`src/rtl/rppg_pkg.sv`:
```
// Shared types, constants and microcode ROM for the plug pairing generator.
// No dependencies; imported by rppg_moddiv and random_plug_pairing_generator.
`timescale 1ns / 1ps

package rppg_pkg;

    localparam int RAND_W   = 15;
    localparam int LETTER_W = 5;
    localparam int PAIR_W   = 4;
    localparam int BITCNT_W = $clog2(RAND_W);
    localparam int PC_W     = 3;

    localparam int IN_DATA_W  = 32;
    localparam int OUT_DATA_W = 24;

    localparam logic [PAIR_W-1:0] PAIR_TARGET_RST = PAIR_W'(13);

    // command opcodes carried in tuser
    localparam logic OP_RESTART = 1'b0;
    localparam logic OP_PAIR    = 1'b1;

    // micro-operations driving the datapath
    typedef enum logic [2:0] {
        UOP_WAIT,
        UOP_DIV_STEP,
        UOP_SCAN_STEP,
        UOP_SWAP,
        UOP_EMIT,
        UOP_RESTART,
        UOP_REFUSE
    } uop_t;

    // sequencing conditions
    typedef enum logic [2:0] {
        COND_NEXT,
        COND_JUMP,
        COND_DISPATCH,
        COND_LOOP_DIV,
        COND_LOOP_SCAN,
        COND_EMIT
    } cond_t;

    typedef struct packed {
        uop_t              uop;
        cond_t             cond;
        logic [PC_W-1:0]   target;
    } uword_t;

    typedef struct packed {
        logic load;
        logic shift;
    } div_ctl_t;

    // program addresses
    localparam logic [PC_W-1:0] PC_WAIT    = PC_W'(0);
    localparam logic [PC_W-1:0] PC_DIV     = PC_W'(1);
    localparam logic [PC_W-1:0] PC_SCAN    = PC_W'(2);
    localparam logic [PC_W-1:0] PC_SWAP    = PC_W'(3);
    localparam logic [PC_W-1:0] PC_EMIT    = PC_W'(4);
    localparam logic [PC_W-1:0] PC_RESTART = PC_W'(5);
    localparam logic [PC_W-1:0] PC_REFUSE  = PC_W'(6);

    function automatic uword_t ucode_rom(input logic [PC_W-1:0] pc);
        uword_t w;
        case (pc)
            PC_WAIT:    w = '{uop: UOP_WAIT,      cond: COND_DISPATCH,  target: PC_WAIT};
            PC_DIV:     w = '{uop: UOP_DIV_STEP,  cond: COND_LOOP_DIV,  target: PC_DIV};
            PC_SCAN:    w = '{uop: UOP_SCAN_STEP, cond: COND_LOOP_SCAN, target: PC_SCAN};
            PC_SWAP:    w = '{uop: UOP_SWAP,      cond: COND_NEXT,      target: PC_EMIT};
            PC_EMIT:    w = '{uop: UOP_EMIT,      cond: COND_EMIT,      target: PC_WAIT};
            PC_RESTART: w = '{uop: UOP_RESTART,   cond: COND_JUMP,      target: PC_EMIT};
            PC_REFUSE:  w = '{uop: UOP_REFUSE,    cond: COND_JUMP,      target: PC_EMIT};
            default:    w = '{uop: UOP_WAIT,      cond: COND_JUMP,      target: PC_WAIT};
        endcase
        return w;
    endfunction

endpackage

```
`src/rtl/random_plug_pairing_generator.sv`:
```
// Top level of the plug pairing generator: microcoded sequencer and datapath.
// Depends on rppg_pkg and rppg_moddiv.
`timescale 1ns / 1ps

// Usage
//   s_axis: one command word. tuser[0] = opcode (0 restart, 1 make a pair);
//           tdata = rand_first[14:0], rand_second[29:15], zero pad.
//   m_axis: one result word per command. tdata = letter_first[4:0],
//           letter_second[9:5], pairs_count[13:10], run_done[14],
//           refused[15], board_valid[16], zero pad.
//   cfg:    pair_target write (cfg_data[3:0]), always ready; write only
//           while no command is in flight.
// Sequence
//   A pairing word runs the two bit-serial remainder units side by side,
//   one dividend bit per step, then the free-letter scan, one letter per
//   step, then swap and result load. Restart words clear the board and
//   refused words set the refused flag, then both go to the result load. The result is valid the cycle after load.
// Reset / stall
//   Reset empties the board (all letters free), zeroes the pair count and
//   sets pair_target to 13. While m_axis is stalled the result register
//   holds; the next command is still accepted and its result waits in the
//   sequencer until the output register is free.
module random_plug_pairing_generator
    import rppg_pkg::*;
#(
    parameter int LETTERS = 26
)
(
    input  logic                    clk,
    input  logic                    rst_n,
    input  logic                    cfg_valid,
    output logic                    cfg_ready,
    input  logic [PAIR_W-1:0]       cfg_data,       // pair_target
    input  logic                    s_axis_tvalid,
    output logic                    s_axis_tready,
    input  logic [IN_DATA_W-1:0]    s_axis_tdata,   // rand_first, rand_second
    input  logic [0:0]              s_axis_tuser,   // opcode
    output logic                    m_axis_tvalid,
    input  logic                    m_axis_tready,
    output logic [OUT_DATA_W-1:0]   m_axis_tdata    // first, second, count, done,
                                                    // refused, board_valid
);

    localparam int IW         = $clog2(LETTERS);
    localparam int CW         = $clog2(LETTERS + 1);
    localparam int PAIR_LIMIT = (LETTERS / 2 < 15) ? LETTERS / 2 : 15;
    localparam bit BOARD_OK   = (LETTERS % 2 == 0) && (LETTERS / 2 <= 15);
    localparam int OUT_PAD    = OUT_DATA_W - 2 * LETTER_W - PAIR_W - 3;

    // sequencer
    logic [PC_W-1:0]    pc_reg;
    logic [PC_W-1:0]    pc_next;
    uword_t             uw;

    // board state: only the free/paired flag per letter feeds any result,
    // partners are recorded by the reported pair
    logic [LETTERS-1:0] paired_reg;
    logic [LETTERS-1:0] paired_next;
    logic [PAIR_W-1:0]  pairs_made_reg;
    logic [PAIR_W-1:0]  pairs_made_next;
    logic [PAIR_W-1:0]  pair_target_reg;
    logic [PAIR_W-1:0]  pair_target_next;

    // per-word working registers
    logic [BITCNT_W-1:0] bit_cnt_reg;
    logic [BITCNT_W-1:0] bit_cnt_next;
    logic [IW-1:0]      j_reg;
    logic [IW-1:0]      j_next;
    logic [CW-1:0]      rank_reg;
    logic [CW-1:0]      rank_next;
    logic [IW-1:0]      first_reg;
    logic [IW-1:0]      first_next;
    logic [IW-1:0]      second_reg;
    logic [IW-1:0]      second_next;
    logic               refused_reg;
    logic               refused_next;

    // output register
    logic                   out_valid_reg;
    logic                   out_valid_next;
    logic [OUT_DATA_W-1:0]  out_data_reg;
    logic [OUT_DATA_W-1:0]  out_data_next;

    logic               in_fire;
    logic               out_free;
    logic               refuse_now;
    logic               div_last;
    logic               scan_last;
    logic [CW-1:0]      unpaired;
    logic [CW-1:0]      c1;
    logic [CW-1:0]      c2;
    logic [CW-1:0]      other;
    logic               run_done;
    logic               board_valid;
    div_ctl_t           div_ctl;

    assign uw = ucode_rom(pc_reg);

    assign cfg_ready = 1'b1;
    assign in_fire   = s_axis_tvalid && s_axis_tready;
    assign out_free  = !out_valid_reg || m_axis_tready;

    assign refuse_now = (pairs_made_reg >= pair_target_reg)
                     || (pairs_made_reg >= PAIR_W'(PAIR_LIMIT));
    assign div_last   = (bit_cnt_reg == BITCNT_W'(RAND_W - 1));
    assign scan_last  = (j_reg == IW'(LETTERS - 1));

    // free letters left; stable while the remainder units run
    assign unpaired = CW'(LETTERS) - CW'({pairs_made_reg, 1'b0});

    // rank among the free letters once the first pick is skipped
    assign other = (rank_reg < c1) ? rank_reg : rank_reg - CW'(1);

    assign run_done    = (pairs_made_reg == pair_target_reg);
    assign board_valid = BOARD_OK && (pairs_made_reg == PAIR_W'(LETTERS / 2));

    rppg_moddiv #(.DW(CW)) u_mod_first (
        .clk       (clk),
        .ctl       (div_ctl),
        .dividend  (s_axis_tdata[RAND_W-1:0]),
        .divisor   (unpaired),
        .remainder (c1)
    );

    rppg_moddiv #(.DW(CW)) u_mod_second (
        .clk       (clk),
        .ctl       (div_ctl),
        .dividend  (s_axis_tdata[2*RAND_W-1:RAND_W]),
        .divisor   (unpaired - CW'(1)),
        .remainder (c2)
    );

    // next step address
    always_comb
    begin
        pc_next = pc_reg;
        case (uw.cond)
            COND_NEXT:
                pc_next = pc_reg + PC_W'(1);
            COND_JUMP:
                pc_next = uw.target;
            COND_DISPATCH:
                if (in_fire)
                begin
                    if (s_axis_tuser[0] == OP_RESTART)
                        pc_next = PC_RESTART;
                    else if (refuse_now)
                        pc_next = PC_REFUSE;
                    else
                        pc_next = pc_reg + PC_W'(1);
                end
            COND_LOOP_DIV:
                if (div_last)
                    pc_next = pc_reg + PC_W'(1);
            COND_LOOP_SCAN:
                if (scan_last)
                    pc_next = pc_reg + PC_W'(1);
            COND_EMIT:
                if (out_free)
                    pc_next = uw.target;
            default:
                pc_next = PC_WAIT;
        endcase
    end

    // control outputs decoded from the micro-op
    always_comb
    begin
        s_axis_tready = (uw.uop == UOP_WAIT);
        div_ctl.load  = in_fire;
        div_ctl.shift = (uw.uop == UOP_DIV_STEP);
    end

    // datapath next values
    always_comb
    begin
        paired_next      = paired_reg;
        pairs_made_next  = pairs_made_reg;
        pair_target_next = pair_target_reg;
        bit_cnt_next     = bit_cnt_reg;
        j_next           = j_reg;
        rank_next        = rank_reg;
        first_next       = first_reg;
        second_next      = second_reg;
        refused_next     = refused_reg;
        out_valid_next   = out_valid_reg;
        out_data_next    = out_data_reg;

        if (cfg_valid && cfg_ready)
            pair_target_next = cfg_data;

        if (out_valid_reg && m_axis_tready)
            out_valid_next = 1'b0;

        case (uw.uop)
            UOP_WAIT:
                if (in_fire)
                begin
                    bit_cnt_next = '0;
                    j_next       = '0;
                    rank_next    = '0;
                    first_next   = '0;
                    second_next  = '0;
                    refused_next = 1'b0;
                end
            UOP_DIV_STEP:
                bit_cnt_next = bit_cnt_reg + BITCNT_W'(1);
            UOP_SCAN_STEP:
            begin
                if (!paired_reg[j_reg])
                begin
                    if (rank_reg == c1)
                        first_next = j_reg;
                    else if (other == c2)
                        second_next = j_reg;
                    rank_next = rank_reg + CW'(1);
                end
                j_next = j_reg + IW'(1);
            end
            UOP_SWAP:
            begin
                paired_next[first_reg]  = 1'b1;
                paired_next[second_reg] = 1'b1;
                pairs_made_next         = pairs_made_reg + PAIR_W'(1);
            end
            UOP_RESTART:
            begin
                paired_next     = '0;
                pairs_made_next = '0;
            end
            UOP_REFUSE:
                refused_next = 1'b1;
            UOP_EMIT:
                if (out_free)
                begin
                    out_valid_next = 1'b1;
                    out_data_next  = {{OUT_PAD{1'b0}}, board_valid, refused_reg,
                                      run_done, pairs_made_reg,
                                      LETTER_W'(second_reg), LETTER_W'(first_reg)};
                end
            default:
                ;
        endcase
    end

    // control state
    always_ff @(posedge clk or negedge rst_n)
    begin
        if (!rst_n)
        begin
            pc_reg          <= PC_WAIT;
            paired_reg      <= '0;
            pairs_made_reg  <= '0;
            pair_target_reg <= PAIR_TARGET_RST;
            bit_cnt_reg     <= '0;
            j_reg           <= '0;
            out_valid_reg   <= 1'b0;
        end
        else
        begin
            pc_reg          <= pc_next;
            paired_reg      <= paired_next;
            pairs_made_reg  <= pairs_made_next;
            pair_target_reg <= pair_target_next;
            bit_cnt_reg     <= bit_cnt_next;
            j_reg           <= j_next;
            out_valid_reg   <= out_valid_next;
        end
    end

    // payload
    always_ff @(posedge clk)
    begin
        rank_reg     <= rank_next;
        first_reg    <= first_next;
        second_reg   <= second_next;
        refused_reg  <= refused_next;
        out_data_reg <= out_data_next;
    end

    assign m_axis_tvalid = out_valid_reg;
    assign m_axis_tdata  = out_data_reg;

`ifndef NO_ASSERTIONS
    // pair count never passes the board limit
    a_pairs_limit: assert property (@(posedge clk) disable iff (!rst_n)
        pairs_made_reg <= PAIR_W'(PAIR_LIMIT))
        else $error("pair count above limit");

    // two paired flags per pair made
    a_paired_count: assert property (@(posedge clk) disable iff (!rst_n)
        $countones(paired_reg) == 2 * int'(pairs_made_reg))
        else $error("paired flags disagree with pair count");

    // a swap joins two distinct free letters
    a_swap_distinct: assert property (@(posedge clk) disable iff (!rst_n)
        (uw.uop == UOP_SWAP) |-> (first_reg != second_reg)
            && !paired_reg[first_reg] && !paired_reg[second_reg])
        else $error("swap of invalid letters");

    // result register is never overwritten while the receiver stalls
    a_no_overwrite: assert property (@(posedge clk) disable iff (!rst_n)
        (m_axis_tvalid && !m_axis_tready) |=> m_axis_tvalid
            && $stable(m_axis_tdata))
        else $error("pending result lost");
`endif

endmodule

```
`src/rtl/rppg_moddiv.sv`:
```
// Bit-serial restoring remainder unit: one dividend bit per shift step.
// Depends on rppg_pkg (RAND_W, div_ctl_t).
`timescale 1ns / 1ps

module rppg_moddiv
    import rppg_pkg::*;
#(
    parameter int DW = 5
)
(
    input  logic                clk,
    input  div_ctl_t            ctl,
    input  logic [RAND_W-1:0]   dividend,
    input  logic [DW-1:0]       divisor,
    output logic [DW-1:0]       remainder
);

    logic [RAND_W-1:0] dvd_reg;
    logic [RAND_W-1:0] dvd_next;
    logic [DW-1:0]     rem_reg;
    logic [DW-1:0]     rem_next;
    logic [DW:0]       trial;

    // partial remainder stays below divisor, so trial < 2*divisor
    assign trial = {rem_reg, dvd_reg[RAND_W-1]};

    always_comb
    begin
        dvd_next = dvd_reg;
        rem_next = rem_reg;
        if (ctl.load)
        begin
            dvd_next = dividend;
            rem_next = '0;
        end
        else if (ctl.shift)
        begin
            dvd_next = {dvd_reg[RAND_W-2:0], 1'b0};
            if (trial >= {1'b0, divisor})
                rem_next = DW'(trial - {1'b0, divisor});
            else
                rem_next = trial[DW-1:0];
        end
    end

    always_ff @(posedge clk)
    begin
        dvd_reg <= dvd_next;
        rem_reg <= rem_next;
    end

    assign remainder = rem_reg;

endmodule
```
`config.mk`:
```
export PLATFORM = sky130hd
export DESIGN_NAME = random_plug_pairing_generator
export DESIGN_NICKNAME = d
export VERILOG_FILES = /design/src/rtl/rppg_pkg.sv /design/src/rtl/random_plug_pairing_generator.sv /design/src/rtl/rppg_moddiv.sv
export SDC_FILE = /design/constraint.sdc
export NUM_CORES = 1
export LEC_CHECK = 0
export BUFFER_PORTS_ARGS = -buffer_cell sky130_fd_sc_hd__buf_2
export CAP_MARGIN = 20
export CORE_ASPECT_RATIO = 1.1
export CORE_MARGIN = 2
export CORE_UTILIZATION = 30
export DETAILED_ROUTE_END_ITERATION = 10
export MAX_ROUTING_LAYER = met4
export PLACE_DENSITY = 0.51
export SLEW_MARGIN = 15
export SYNTH_ARGS = -nofsm -noshare
export SYNTH_HDL_FRONTEND = slang
export SYNTH_SLANG_ARGS = --single-unit
export TNS_END_PERCENT = 1
```
`constraint.sdc`:
```
create_clock -name clk -period 3.1 [get_ports clk]
set_input_delay 0.465 -clock clk [delete_from_list [all_inputs] [get_ports clk]]
set_output_delay 0.465 -clock clk [all_outputs]
set_load 0.005 [all_outputs]
```
**After elaboration in Yosys (flattened, before gate mapping)**

Cells that the tools add are included.

- Register bits: 120
- Latch bits: 0
- Memory bits (writable): 0
- Bits in read-only memories: 0
- Input port bits: 42
- Output and inout port bits: 27
- Word-level logic and storage cells: 134
- Memories kept: 0

- $add $sub $neg: 10
- Multipliers: 0
- Div/mod/pow operators: 0
- Magnitude comparators: 10
- Equal/unequal tests: 32
- Shift operators: 0
- Mux-type cells: 41
- Bitwise gates (word level): 2
- Reductions and logical operators: 23

Operators by type and width:

| operator | number |
|---|---|
| $pmux 9 s7 | 1 |
| $mux 15 | 4 |
| $or 26x26->26 | 2 |
| $pmux 26 s2 | 1 |
| $mux 5 | 10 |
| $pmux 5 s2 | 4 |
| $eq 3x3->1 const B | 8 |
| $eq 3x2->1 const B | 6 |
| $lt 5x6->1 const B | 3 |
| $mux 3 | 6 |
| $pmux 3 s6 | 1 |
| $ne 2x2->1 const B | 8 |
| $pmux 4 s2 | 2 |
| $ge 6x5->1 | 2 |
| $add 5x1->5 const B | 2 |
| $demux 1 s5 | 2 |
| $eq 5x5->1 | 2 |
| $ge 5x1->1 const B | 2 |
| $reduce_bool 2->1 | 5 |
| $sub 5x1->5 const B | 2 |
| $sub 5x5->5 | 2 |
| $eq 3x1->1 const B | 3 |
| $logic_not 3->1 | 3 |
| $add 4x1->4 const B | 2 |
| other kinds (20) | 35 |

**Depth between registers and ports, before layout**

Gate-level depths: netlist (run 1).

- Word-level depth: 7
- Depth in mapped cells: 11
- Mapped depth without buffers: 11

**Hierarchy**

From an unflattened synthesis (run 1), not the netlist that was laid out.

- Cells, all modules: 596
- Area, all modules: 6,687.7 µm²

By module, submodules not included:

| module | instances | cells an instance | area each (µm²) | sequential area each (µm²) |
|---|---|---|---|---|
| random_plug_pairing_generator | 1 | 430 | 4,523.1 | 2,170.8 |
| rppg_moddiv | 2 | 83 | 1,082.3 | 550.5 |

**Worst setup path after synthesis (run 1)**

Ideal clock, no wire load.

- Path kind: register -> register
- Start: reg rank_reg[2]
- End: reg second_reg[0] (enable)
- Library setup time: 0.355 ns
- Arrival: 2.176 ns
- Required time: 2.745 ns
- Slack: 0.569 ns
- Stages on the path, launching flop included: 8
- Path buffers: 0
- Period minus slack after synthesis: 2.531 ns
- Cell sequence: edfxtp_1 > ha_1 > and3_1 > o21ai_1 > a2111oi_2 > xnor2_1 > o2111ai_1 > a221oi_2

- Longest elaborated chain between the ends: 5
- Elaborated cells on any way between the ends: 8
- Classes of those cells: 1 x add/sub; 1 x order compare; 4 x eq/ne; 1 x mux; 1 x reduce/logical

RTL lines:

| what | line | text |
|---|---|---|
| from (decl) | random_plug_pairing_generator.sv:69 | `logic [CW-1:0] rank_reg;` |
| from (signal assigned) | random_plug_pairing_generator.sv:274 | `rank_reg <= rank_next;` |
| $sub 5x1->5 or $lt 5x5->1 (tied branches) | random_plug_pairing_generator.sv:112 | `assign other = (rank_reg < c1) ? rank_reg : rank_reg - CW'(1);` |
| $mux 5 | random_plug_pairing_generator.sv:112 |  |
| $eq 5x5->1 | random_plug_pairing_generator.sv:214 | `else if (other == c2)` |
| $ne 2x2->1 (no line) | - |  |
| $reduce_and 5->1 (no line) * | - |  |
| to (signal assigned) | random_plug_pairing_generator.sv:276 | `second_reg <= second_next;` |
| to (decl) | random_plug_pairing_generator.sv:73 | `logic [IW-1:0] second_reg;` |

Mark *: on every way between the ends. The rest lies on a longest branch, timed or not.
A chain may end at the register's enable or synchronous reset.

**Final worst setup path (run 1)**

- Start: reg pairs_made_reg[1]
- End: reg u_mod_second.rem_reg[1], in the netlist u_mod_second.remainder[1]

- Longest elaborated chain between the ends: 4

RTL lines:

| what | line | text |
|---|---|---|
| from (decl) | random_plug_pairing_generator.sv:59 | `logic [PAIR_W-1:0] pairs_made_reg;` |
| from (signal assigned) | random_plug_pairing_generator.sv:263 | `pairs_made_reg <= pairs_made_next;` |
| $sub 5x5->5 | random_plug_pairing_generator.sv:109 | `assign unpaired = CW'(LETTERS) - CW'({pairs_made_reg, 1'b0});` |
| $sub 5x1->5 | random_plug_pairing_generator.sv:129 | `.divisor (unpaired - CW'(1)),` |
| $ge 6x5->1 | rppg_moddiv.sv:39 | `if (trial >= {1'b0, divisor})` |
| $mux 5 | rppg_moddiv.sv:39 |  |
| to (signal assigned) | rppg_moddiv.sv:49 | `rem_reg <= rem_next;` |
| to (decl) | rppg_moddiv.sv:20 | `logic [DW-1:0] rem_reg;` |

Every way passes these cells.

==> summary.txt, run 1 <==
Synthesis
  – Synth warnings: 0
  – Post-synth ARST share: 0.392
  – Synthesized cell area: 6440 um^2
  – Share of the synthesized area in the top cell type: 0.294
  – Post-Syn Instances: 620
  – Synth area leader: edfxtp_1
  – Syn Area/Cell: 10.4 um^2
  – Seq/Total Area, Yosys: 0.508
  – Synth top cells by count: nand2_1, edfxtp_1, dfrtp_1, nor2_1, ha_1
  – Synth Register Bits: 120
  – Ys flop type: edfxtp_1
  – EDFF count, synth: 63
  – Most common cell in the netlist: nand2_1
  – Top post-synthesis cells by area: edfxtp_1, dfrtp_1, ha_1, nand2_1, dfxtp_1
  – Post-synthesis cell type count: 64

Detailed routing
  – DR vias/cell: 4.90
  – Routed WL per cell: 15.1 um
  – Vias: 4837
  – Number of routed nets with antenna violations: 0
  – Drt total wl: 14900 um
  – # DRC: 0
  – Pre-Repair DR Iteration Count: 7
  – Initial DRC count: 233

Setup path
  – CP Data Required Time: 3.46 ns
  – Worst R2R Path Depth: 9
  – Crit start category: flip-flop
  – Flop-to-flop setup slack: 0.37 ns
  – Worst r2r dst: u_mod_second.remainder[1]$_SDFFE_PN0P_
  – Max FO, Critical Path: 7
  – Crit path to: u_mod_second.remainder[1]$_SDFFE_PN0P_
  – Crit Reg-Reg Startpoint: pairs_made_reg[1]$_DFFE_PN0P_
  – Setup Crit Path Kind: flip-flop to flip-flop
  – Critical path capture point type: flip-flop
  – CP Launch Point: pairs_made_reg[1]$_DFFE_PN0P_
  – Critical Path AT: 3.08 ns

Clocking
  – Post_cts resized: 0
  – Post-CTS Setup Inserts: 0
  – Clock Path Buffers: 2
  – Num CTS Buffers: 17
  – CTS H-Tree Depth: 4
  – Hold Buf Count CTS: 0
  – Clk pin slew, worst setup/hold paths: 0.06 ns
  – CTS tree: built
  – Clk root buf: clkbuf_16
  – # clock sinks: 120
  – Clk Latency, worst-skew pair: 0.43 ns

Run status
  – Outcome: finished clean

Power and ir drop
  – Max VDD drop: 0.000463 V
  – Leakage: 3.30 nW
  – Total power: 0.00749 W
  – Power Density: 980 nW/um^2

GRT
  – Initial antenna violation count: 0
  – First-pass GRT wire length: 24500 um
  – Gr ovfl total: 0
  – All-layer global routing usage: 0.143
  – Pin count of the biggest net entering global routing: 48
  – Vias in the first global route: 4958

Floorplan
  – Die Y: 158 um
  – DIE AREA: 22700 um^2
  – Boundary Pins: 69
  – Chip Width: 144 um
  – Site Rows: 56
  – Core area: 21200 um^2
  – Initial Util: 0.303

Timing
  – Min Tclk post-route: 2.73 ns
  – Slew @ Worst Pin: 0.744 ns
  – Max Slew Vio Count: 0
  – Setup_tns: 0 ns
  – Unrepaired setup endpoints after global routing: no
  – Max-slew headroom: 0.504
  – Final number of setup-violating endpoints: 0
  – Max Freq: 367 MHz
  – Hold violation count in the final report: 0
  – Final period util: 0.880
  – Clk_skew: 0.0108 ns

Place
  – Gpl congestion: 0.838
  – HPWL after DPL: 10400 um
  – Cells after DPL: 955
  – Port buffer count: 58

Finish
  – Ant diodes: 0
  – Area growth from synthesis to layout: 18.7%
  – Post-Layout Cell Count: 987
  – Largest register FFs: 26
  – Layout Nets: 764
  – Share of cells above drive strength 1: 0.185

Min path
  – Worst hold-check path type: input port to asynchronous set/reset pin

Flow run
  – Max-cap violations: 0
[cell usage in the layout (no fill, tap or decap), types with 7 or more instances in the layout]
cell type  count
nand3_1       12
xnor2_1        8
dfrtp_1       44
nor2_1        40
a22o_1        18
inv_1         23
o21ai_0       24
mux2i_1        7
clkbuf_16     17
nor2b_1        7
ha_1          36
conb_1         8
dfxtp_1       10
nand2_1      115
buf_2         57
buf_4         14
xor2_1        10
a31oi_1        7
a21oi_1       33
o22ai_1       26
nand2b_1      10
edfxtp_1      63
[worst min path at each step]
stage | from | end | slack (ns) | cells past startpoint
3_5_place_dp | refused_reg$_DFFE_PP_ | m_axis_tdata[15]$_DFFE_PP_ | 0.45 | 0
3_3_place_gp | refused_reg$_DFFE_PP_ | m_axis_tdata[15]$_DFFE_PP_ | 0.45 | 0
5_1_grt | rst_n | paired_reg[19]$_DFFE_PN0P_ | 0.1 | 1
6_report | rst_n | paired_reg[19]$_DFFE_PN0P_ | 0.06 | 1
4_1_cts | cfg_data[3] | pair_target_reg[3]$_DFFE_PN1P_ | 0.24 | 3
2_1_floorplan | rst_n | bit_cnt_reg[0]$_DFFE_PN0P_ | 0.17 | 0
[critical path: stages, from the launching register on]
cell,delay (ns)
dfrtp_1,0.51
inv_1,0.19
ha_1,0.36
xnor2_1,0.31
ha_1,0.36
a21o_1,0.21
a21oi_2,0.31
mux2i_1,0.23
nand2_1,0.06
a21oi_1,0.13
[layout make-up]
type / count / area, um^2
fillers: 2120 / 13600
well taps: 290 / 363
flip-flops and latches: 120 / 3270
inverters: 24 / 90.1
clock inverters: 15 / 164
multi-input cells: 449 / 2930
repair buffers: 72 / 405
clock buffers: 17 / 425
[stage by stage]
| step | util | hold slack (ns) | area, um^2 | worst slack (ns) |
|---|---|---|---|---|
| 6_report | 0.360 | 0.0571 | 7640 | 0.372 |
| 5_1_grt | 0.360 | 0.0975 | 7640 | 0.0766 |
| 4_1_cts | 0.360 | 0.241 | 7640 | 0.219 |
| 3_5_place_dp | 0.332 | 0.446 | 7050 | 0.252 |
| 3_3_place_gp | 0.331 | 0.445 | 7030 | 0.289 |
| 2_1_floorplan | - | 0.169 | 6460 | 0.569 |
[metal layers]
layer / track usage / share of wire / vias up
li1: - / - / 2346
met2: 0.229 / 0.49 / 131
met3: 0.0351 / 0.047 / 24
met4: 0.0551 / 0.019 / 0
met1: 0.174 / 0.45 / 2336
met5: - / 0 / -
[report_power, final]
| part | leakage [nW] | switching (W) | total (W) | internal, W |
|---|---|---|---|---|
| Sequential | 1.32 | 0.000390 | 0.00280 | 0.00240 |
| Clock | 0.289 | 0.000775 | 0.00197 | 0.00120 |
| Combinational | 1.68 | 0.00164 | 0.00273 | 0.00109 |
[kinds of logic (layout without fill, tap and decap cells)]
| family | Yosys count | count (layout) | share of synthesized area |
|---|---|---|---|
| muxes | 14 | 14 | 0.0354 |
| xor gates and xnor gates | 18 | 18 | 0.0245 |
| and+or+nand+nor | 231 | 231 | 0.167 |
| other | 2 | 8 | 0.00117 |
| buffers and inverters | 57 | 128 | 0.0423 |
| AOI/OAI and AO/OA | 140 | 140 | 0.145 |
| adders and majority gates | 38 | 38 | 0.0761 |
| DFF | 120 | 120 | 0.508 |
No activity file was read; power rests on OpenSTA's default activity.
==> run 2, diff against run 1 <==
Settings changed: ABC_AREA from default to 1.
==> run 2 against run 1 <==
- hold slack got worse by 0.047 ns
- sequential share of layout area decreased by 1.1 points
- register-to-register slack improved by 0.06 ns
- design area increased by 2.7%
- combinational power increased by 24%
- routed wire length increased by 4.5%
- non-clock buffer count decreased by 2
- flip-flop and latch count unchanged
- area after synthesis increased by 3.5%
- core utilization decreased by 0.27 points
- largest power group is now combinational cells
- highest routed layer unchanged
==> summary.txt, run 2 <==
Run status
  – Outcome: finished clean

GRT
  – Pin count of the biggest net entering global routing: 34
  – First-pass GRT wire length: 25600 um
  – All-layer global routing usage: 0.142
  – Initial antenna violation count: 0
  – Gr ovfl total: 0
  – Vias in the first global route: 5064

Synthesis
  – Seq/Total Area, Yosys: 0.491
  – Post-synth ARST share: 0.392
  – Synth Register Bits: 120
  – Syn Area/Cell: 8.57 um^2
  – Most common cell in the netlist: nand2_1
  – EDFF count, synth: 63
  – Ys flop type: edfxtp_1
  – Synth top cells by count: nand2_1, inv_1, nor2_1, edfxtp_1, a21oi_1
  – Synth warnings: 0
  – Post-Syn Instances: 778
  – Post-synthesis cell type count: 42
  – Share of the synthesized area in the top cell type: 0.284
  – Top post-synthesis cells by area: edfxtp_1, dfrtp_1, nand2_1, ha_1, inv_1
  – Synth area leader: edfxtp_1
  – Synthesized cell area: 6670 um^2

Floorplan
  – Boundary Pins: 69
  – Core area: 22000 um^2
  – DIE AREA: 23400 um^2
  – Die Y: 160 um
  – Initial Util: 0.303
  – Site Rows: 57
  – Chip Width: 146 um

Setup path
  – Crit path cell chain: ha_1 > ha_1 > nor2_2 > inv_1 > nor2_1 > nand2_1 > nand2_1 > nand2_1 > nor2_1
  – CP max stage delay: 0.42 ns
  – CP Launch Point: pc_reg[0]$_DFFE_PN0P_
  – Worst R2R Path Depth: 9
  – Critical-path top delay cell: dfrtp_1
  – Critical path capture point type: flip-flop
  – Critical path's most frequent cell: nand2_1
  – Flop-to-flop setup slack: 0.43 ns
  – Crit start category: flip-flop
  – Worst r2r dst: second_reg[1]$_DFFE_PP_
  – Crit path to: second_reg[1]$_DFFE_PP_
  – Setup Crit Path Kind: flip-flop to flip-flop
  – Max FO, Critical Path: 7
  – Crit Reg-Reg Startpoint: pc_reg[0]$_DFFE_PN0P_
  – CP Data Required Time: 3.16 ns
  – Critical Path AT: 2.73 ns

Place
  – HPWL after DPL: 11000 um
  – Port buffer count: 58
  – Gpl congestion: 0.848
  – Cells after DPL: 1121
  – Dpl cell area: 7260 um^2
  – Post-Place Worst Slack: 0.407 ns

Detailed routing
  – Drt total wl: 15600 um
  – Pre-Repair DR Iteration Count: 5
  – DR vias/cell: 4.56
  – Number of routed nets with antenna violations: 0
  – # DRC: 0
  – Vias: 5259
  – Initial DRC count: 278
  – Routed WL per cell: 13.5 um

Timing
  – Hold violation count in the final report: 0
  – Max Freq: 375 MHz
  – Max Slew Vio Count: 0
  – Clk_skew: 0.00712 ns
  – Setup_tns: 0 ns
  – Unrepaired setup endpoints after global routing: no
  – Final number of setup-violating endpoints: 0
  – Final period util: 0.861
  – Max-slew headroom: 0.402
  – Fin worst setup slack: 0.431 ns
  – Slew @ Worst Pin: 0.897 ns
  – Min Tclk post-route: 2.67 ns

Clocking
  – Hold Buf Count CTS: 0
  – Post-CTS Setup Inserts: 0
  – # clock sinks: 120
  – Clock Path Buffers: 2
  – Clk Latency, worst-skew pair: 0.42 ns
  – Clk pin slew, worst setup/hold paths: 0.06 ns
  – CTS H-Tree Depth: 4
  – CTS tree: built
  – Post_cts resized: 0
  – Clk root buf: clkbuf_16
  – Num CTS Buffers: 17

Power and ir drop
  – Leakage: 3.67 nW
  – Combinational power share: 0.403
  – Max VDD drop: 0.000422 V
  – NetSw: 0.00349 W
  – Switching share of power: 0.415
  – Seq pwr share: 0.361
  – P_int: 0.00493 W
  – Clock Power Share: 0.237
  – Power Density: 1070 nW/um^2

Finish
  – Fin util: 0.357
  – Share of cells above drive strength 1: 0.148
  – Largest register FFs: 26
  – Area growth from synthesis to layout: 17.8%
  – Most frequent cells in the layout: nand2_1, inv_1, nor2_1, edfxtp_1, buf_2
  – Post-Layout Cell Count: 1153
  – Ant diodes: 0
  – Fin area: 7850 um^2
  – Layout Nets: 925
  – Commonest non-fill, non-tap cell in the layout: nand2_1

Min path
  – Worst hold-check path type: input port to asynchronous set/reset pin

Flow run
  – Max-cap violations: 0
run 2: changes by cell type after synthesis, sizes merged, moves of 13 or more:
cell	previous run	this run
a21oi	35	57
inv	24	96
nand2	115	208
nand3	12	39
nor2	41	71
o21ai	26	39
o22ai	26	13
run 2: area by class of cell:
class / count / area (um^2)
Multi-Input combinational cell: 538 / 2860
Sequential cell: 120 / 3270
Clock inverter: 15 / 166
Fill cell: 2329 / 14100
Clock buffer: 17 / 425
Tap cell: 295 / 369
Inverter: 98 / 374
Timing Repair Buffer: 70 / 380
run 2: power by group through the flow:
| stage | clock network [W] | registers (W) | logic [W] |
|---|---|---|---|
| after global routing | 0.00211 | 0.00313 | 0.00393 |
| after detailed placement | 0 | 0.00306 | 0.00344 |
| after global placement | 0 | 0.00306 | 0.00341 |
| after floorplan | 0 | 0.00291 | 0.00261 |
| final | 0.00199 | 0.00303 | 0.00339 |
| after CTS | 0.00205 | 0.00304 | 0.00345 |
run 2: how the worst min path moves through the flow:
stage	start	end	slack [ns]
2_1_floorplan	rst_n	bit_cnt_reg[0]$_DFFE_PN0P_	0.17
3_3_place_gp	refused_reg$_DFFE_PP_	m_axis_tdata[15]$_DFFE_PP_	0.41
3_5_place_dp	refused_reg$_DFFE_PP_	m_axis_tdata[15]$_DFFE_PP_	0.41
4_1_cts	rst_n	paired_reg[6]$_DFFE_PN0P_	0.01
5_1_grt	rst_n	paired_reg[4]$_DFFE_PN0P_	0.03
6_report	rst_n	paired_reg[5]$_DFFE_PN0P_	0.01
run 2: kinds of logic after synthesis:
| kind of cell | synth area share |
|---|---|
| mux | 0.00169 |
| simple gates | 0.213 |
| flops | 0.491 |
| buf+inv | 0.0833 |
| compound gates | 0.112 |
| xor+xnor | 0.0250 |
| fa+ha+maj | 0.0736 |
| other cells | 0.00113 |
run 2: worst max-delay path: cells and delay by family (launching register included):
| kind | cells | cell delay, ns |
|---|---|---|
| adders and majority gates | 2 | 0.45 |
| buffers and inverters | 1 | 0.10 |
| DFF | 1 | 0.42 |
| and+or+nand+nor | 6 | 1.33 |
run 2: metrics by stage:
step	total power, W	hold slack, ns
final	0.00842	0.0105
after CTS	0.00854	0.0116
after floorplan	0.00552	0.169
after global placement	0.00647	0.411
after detailed placement	0.00650	0.414
after global routing	0.00916	0.0313
run 2: layer usage:
metal / wire [um] / GRT usage / up-vias
met1: 7710 / 0.188 / 2458
met5: 0 / - / -
met2: 7160 / 0.219 / 94
li1: - / - / 2686
met4: 189 / 0.0441 / 0
met3: 496 / 0.0298 / 21
==> run 3, diff against run 2 <==
--- a/config.mk
+++ b/config.mk
@@ -12,7 +12,8 @@
 export CORE_MARGIN = 2
 export CORE_UTILIZATION = 30
+export CTS_CLUSTER_DIAMETER = 40
 export DETAILED_ROUTE_END_ITERATION = 10
 export MAX_ROUTING_LAYER = met4
-export PLACE_DENSITY = 0.51
+export PLACE_DENSITY_LB_ADDON = 0.1
 export SLEW_MARGIN = 15
 export SYNTH_ARGS = -nofsm -noshare
==> constraint.sdc (replaced) <==
create_clock -name clk -period 3.1 [get_ports clk]
set_input_delay 0.31 -clock clk [delete_from_list [all_inputs] [get_ports clk]]
set_output_delay 0.31 -clock clk [all_outputs]
set_load 0.005 [all_outputs]
==> run 3 against run 2 <==
- setup slack lost 0.070 ns
- hold slack improved by 0.11 ns
- via count is 0.78% higher
- critical endpoint unchanged
- clock power is 7% higher
- sequential power barely moved
- routed wire length grew 6.8%
- largest power group unchanged
- design area grew 0.83%
- global-route usage rose by 1.1 points
==> summary.txt, run 3 (same netlist as run 2, synthesis figures left out) <==
Setup path
  – CP Data Required Time: 3.16 ns
  – Max FO, Critical Path: 7
  – Crit start category: flip-flop
  – CP max stage delay: 0.43 ns
  – Crit path cell chain: ha_1 > ha_1 > nor2_2 > inv_1 > nor2_1 > nand2_1 > nand2_1 > nand2_1 > nor2_1
  – Critical path's most frequent cell: nand2_1
  – Critical Path AT: 2.80 ns
  – Flop-to-flop setup slack: 0.36 ns
  – CP Launch Point: pc_reg[0]$_DFFE_PN0P_
  – Crit Reg-Reg Startpoint: pc_reg[0]$_DFFE_PN0P_
  – Critical-path top delay cell: dfrtp_1
  – Setup Crit Path Kind: flip-flop to flip-flop
  – Critical path capture point type: flip-flop

Timing
  – Clk_skew: 0.0101 ns
  – Max Slew Vio Count: 0
  – Max-slew headroom: 0.476
  – Fin worst setup slack: 0.361 ns
  – Final period util: 0.883
  – Min Tclk post-route: 2.74 ns
  – Hold violation count in the final report: 0
  – Final number of setup-violating endpoints: 0
  – Setup_tns: 0 ns
  – Max Freq: 365 MHz
  – Slew @ Worst Pin: 0.785 ns
  – Unrepaired setup endpoints after global routing: no

Finish
  – Area growth from synthesis to layout: 18.8%
  – Most frequent cells in the layout: nand2_1, inv_1, nor2_1, edfxtp_1, buf_2
  – Share of cells above drive strength 1: 0.145
  – Commonest non-fill, non-tap cell in the layout: nand2_1
  – Layout Nets: 925
  – Area of the multi-input gates: 2860 um^2
  – Largest register FFs: 26
  – Fillers: 2316
  – Ant diodes: 0
  – Register Area: 3270 um^2
  – Fin area: 7920 um^2

GRT
  – Vias in the first global route: 5421
  – Pin count of the biggest net entering global routing: 46
  – First-pass GRT wire length: 27500 um
  – Initial antenna violation count: 0
  – Gr ovfl total: 0
  – All-layer global routing usage: 0.152

Detailed routing
  – Number of routed nets with antenna violations: 0
  – Initial DRC count: 300
  – Pre-Repair DR Iteration Count: 5
  – Vias: 5300
  – Drt total wl: 16600 um
  – DR vias/cell: 4.60
  – # DRC: 0
  – Routed WL per cell: 14.4 um

Clocking
  – Clk root buf: clkbuf_16
  – Post-CTS Setup Inserts: 0
  – CTS H-Tree Depth: 4
  – Clk Latency, worst-skew pair: 0.42 ns
  – # clock sinks: 120
  – CTS tree: built
  – Clock Path Buffers: 2
  – Num CTS Buffers: 17
  – Hold Buf Count CTS: 0
  – Clk pin slew, worst setup/hold paths: 0.06 ns
  – Post_cts resized: 0

Flow run
  – Max-cap violations: 0

Min path
  – Hold Path Origin: cfg_data[0]
  – Worst hold-check path type: input port to flip-flop

Floorplan
  – Site Rows: 57
  – Boundary Pins: 69
  – Die Y: 160 um
  – Initial Util: 0.303
  – Core area: 22000 um^2
  – DIE AREA: 23400 um^2
  – Chip Width: 146 um

Power and ir drop
  – Leakage: 3.69 nW
  – Max VDD drop: 0.000416 V
  – Power Density: 1090 nW/um^2

Place
  – Gpl congestion: 0.868
  – Port buffer count: 58
  – HPWL after DPL: 11900 um
  – Dpl cell area: 7260 um^2
  – Post-Place Worst Slack: 0.327 ns

Run status
  – Outcome: finished clean
[run 3: changes by cell type in the layout (fill, tap and decap cells not counted), sizes merged]
| cell | previous run | this run |
|---|---|---|
| clkinv | 6 | 7 |
| buf | 70 | 69 |
| dlygate4sd3 | 0 | 1 |
| clkinvlp | 2 | 3 |
| bufinv | 2 | 4 |
| inv | 103 | 96 |
| clkbuf | 17 | 20 |
[run 3: path summary, 6_finish.rpt]
check | cells after the start | endpoint
min in group asynchronous | 2 | paired_reg[6]$_DFFE_PN0P_
max reg2reg | 9 | second_reg[1]$_DFFE_PP_
max in group asynchronous | 3 | pair_target_reg[3]$_DFFE_PN1P_
min reg2reg | 0 | m_axis_tdata[15]$_DFFE_PP_
max | 9 | second_reg[1]$_DFFE_PP_
min | 2 | pair_target_reg[0]$_DFFE_PN1P_
[run 3: per-layer routing]
metal	track usage	wire [um]
met3	0.0304	668
met4	0.0569	311
met2	0.258	8320
met1	0.180	7320
met5	-	0
[run 3: layout make-up]
| class | instances | share of cell area |
|---|---|---|
| flip-flops and latches | 120 | 0.413 |
| inverters | 98 | 0.0473 |
| well taps | 295 | 0.0466 |
| repair buffers | 70 | 0.0503 |
| clock inverters | 12 | 0.0218 |
| clock buffers | 20 | 0.0590 |
| multi-input cells | 538 | 0.362 |
[run 3: power by group]
group          total, W  leakage (nW)  internal, W  switching [W]
sequential      0.00306          1.32      0.00257       0.000485
clock           0.00213         0.303      0.00140       0.000730
combinational   0.00345          2.06      0.00118        0.00227
[run 3: through the flow]
stage / cells / total power (W) / utilization / hold WS [ns]
final: 1153 / 0.00864 / 0.360 / 0.123
after global routing: 1153 / 0.00940 / 0.360 / 0.124
after CTS: 1152 / 0.00875 / 0.360 / 0.105
after detailed placement: 1120 / 0.00658 / 0.331 / 0.422
after global placement: 1120 / 0.00650 / 0.331 / 0.420
after floorplan: 784 / 0.00552 / - / 0.0144
[run 3: critical path, delay by kind of cell, from the launching register on]
| family | cells | cell delay, ns |
|---|---|---|
| AND/OR/NAND/NOR | 6 | 1.41 |
| flip-flops | 1 | 0.43 |
| adder cells (fa/ha/maj) | 2 | 0.45 |
| buffers and inverters | 1 | 0.11 |
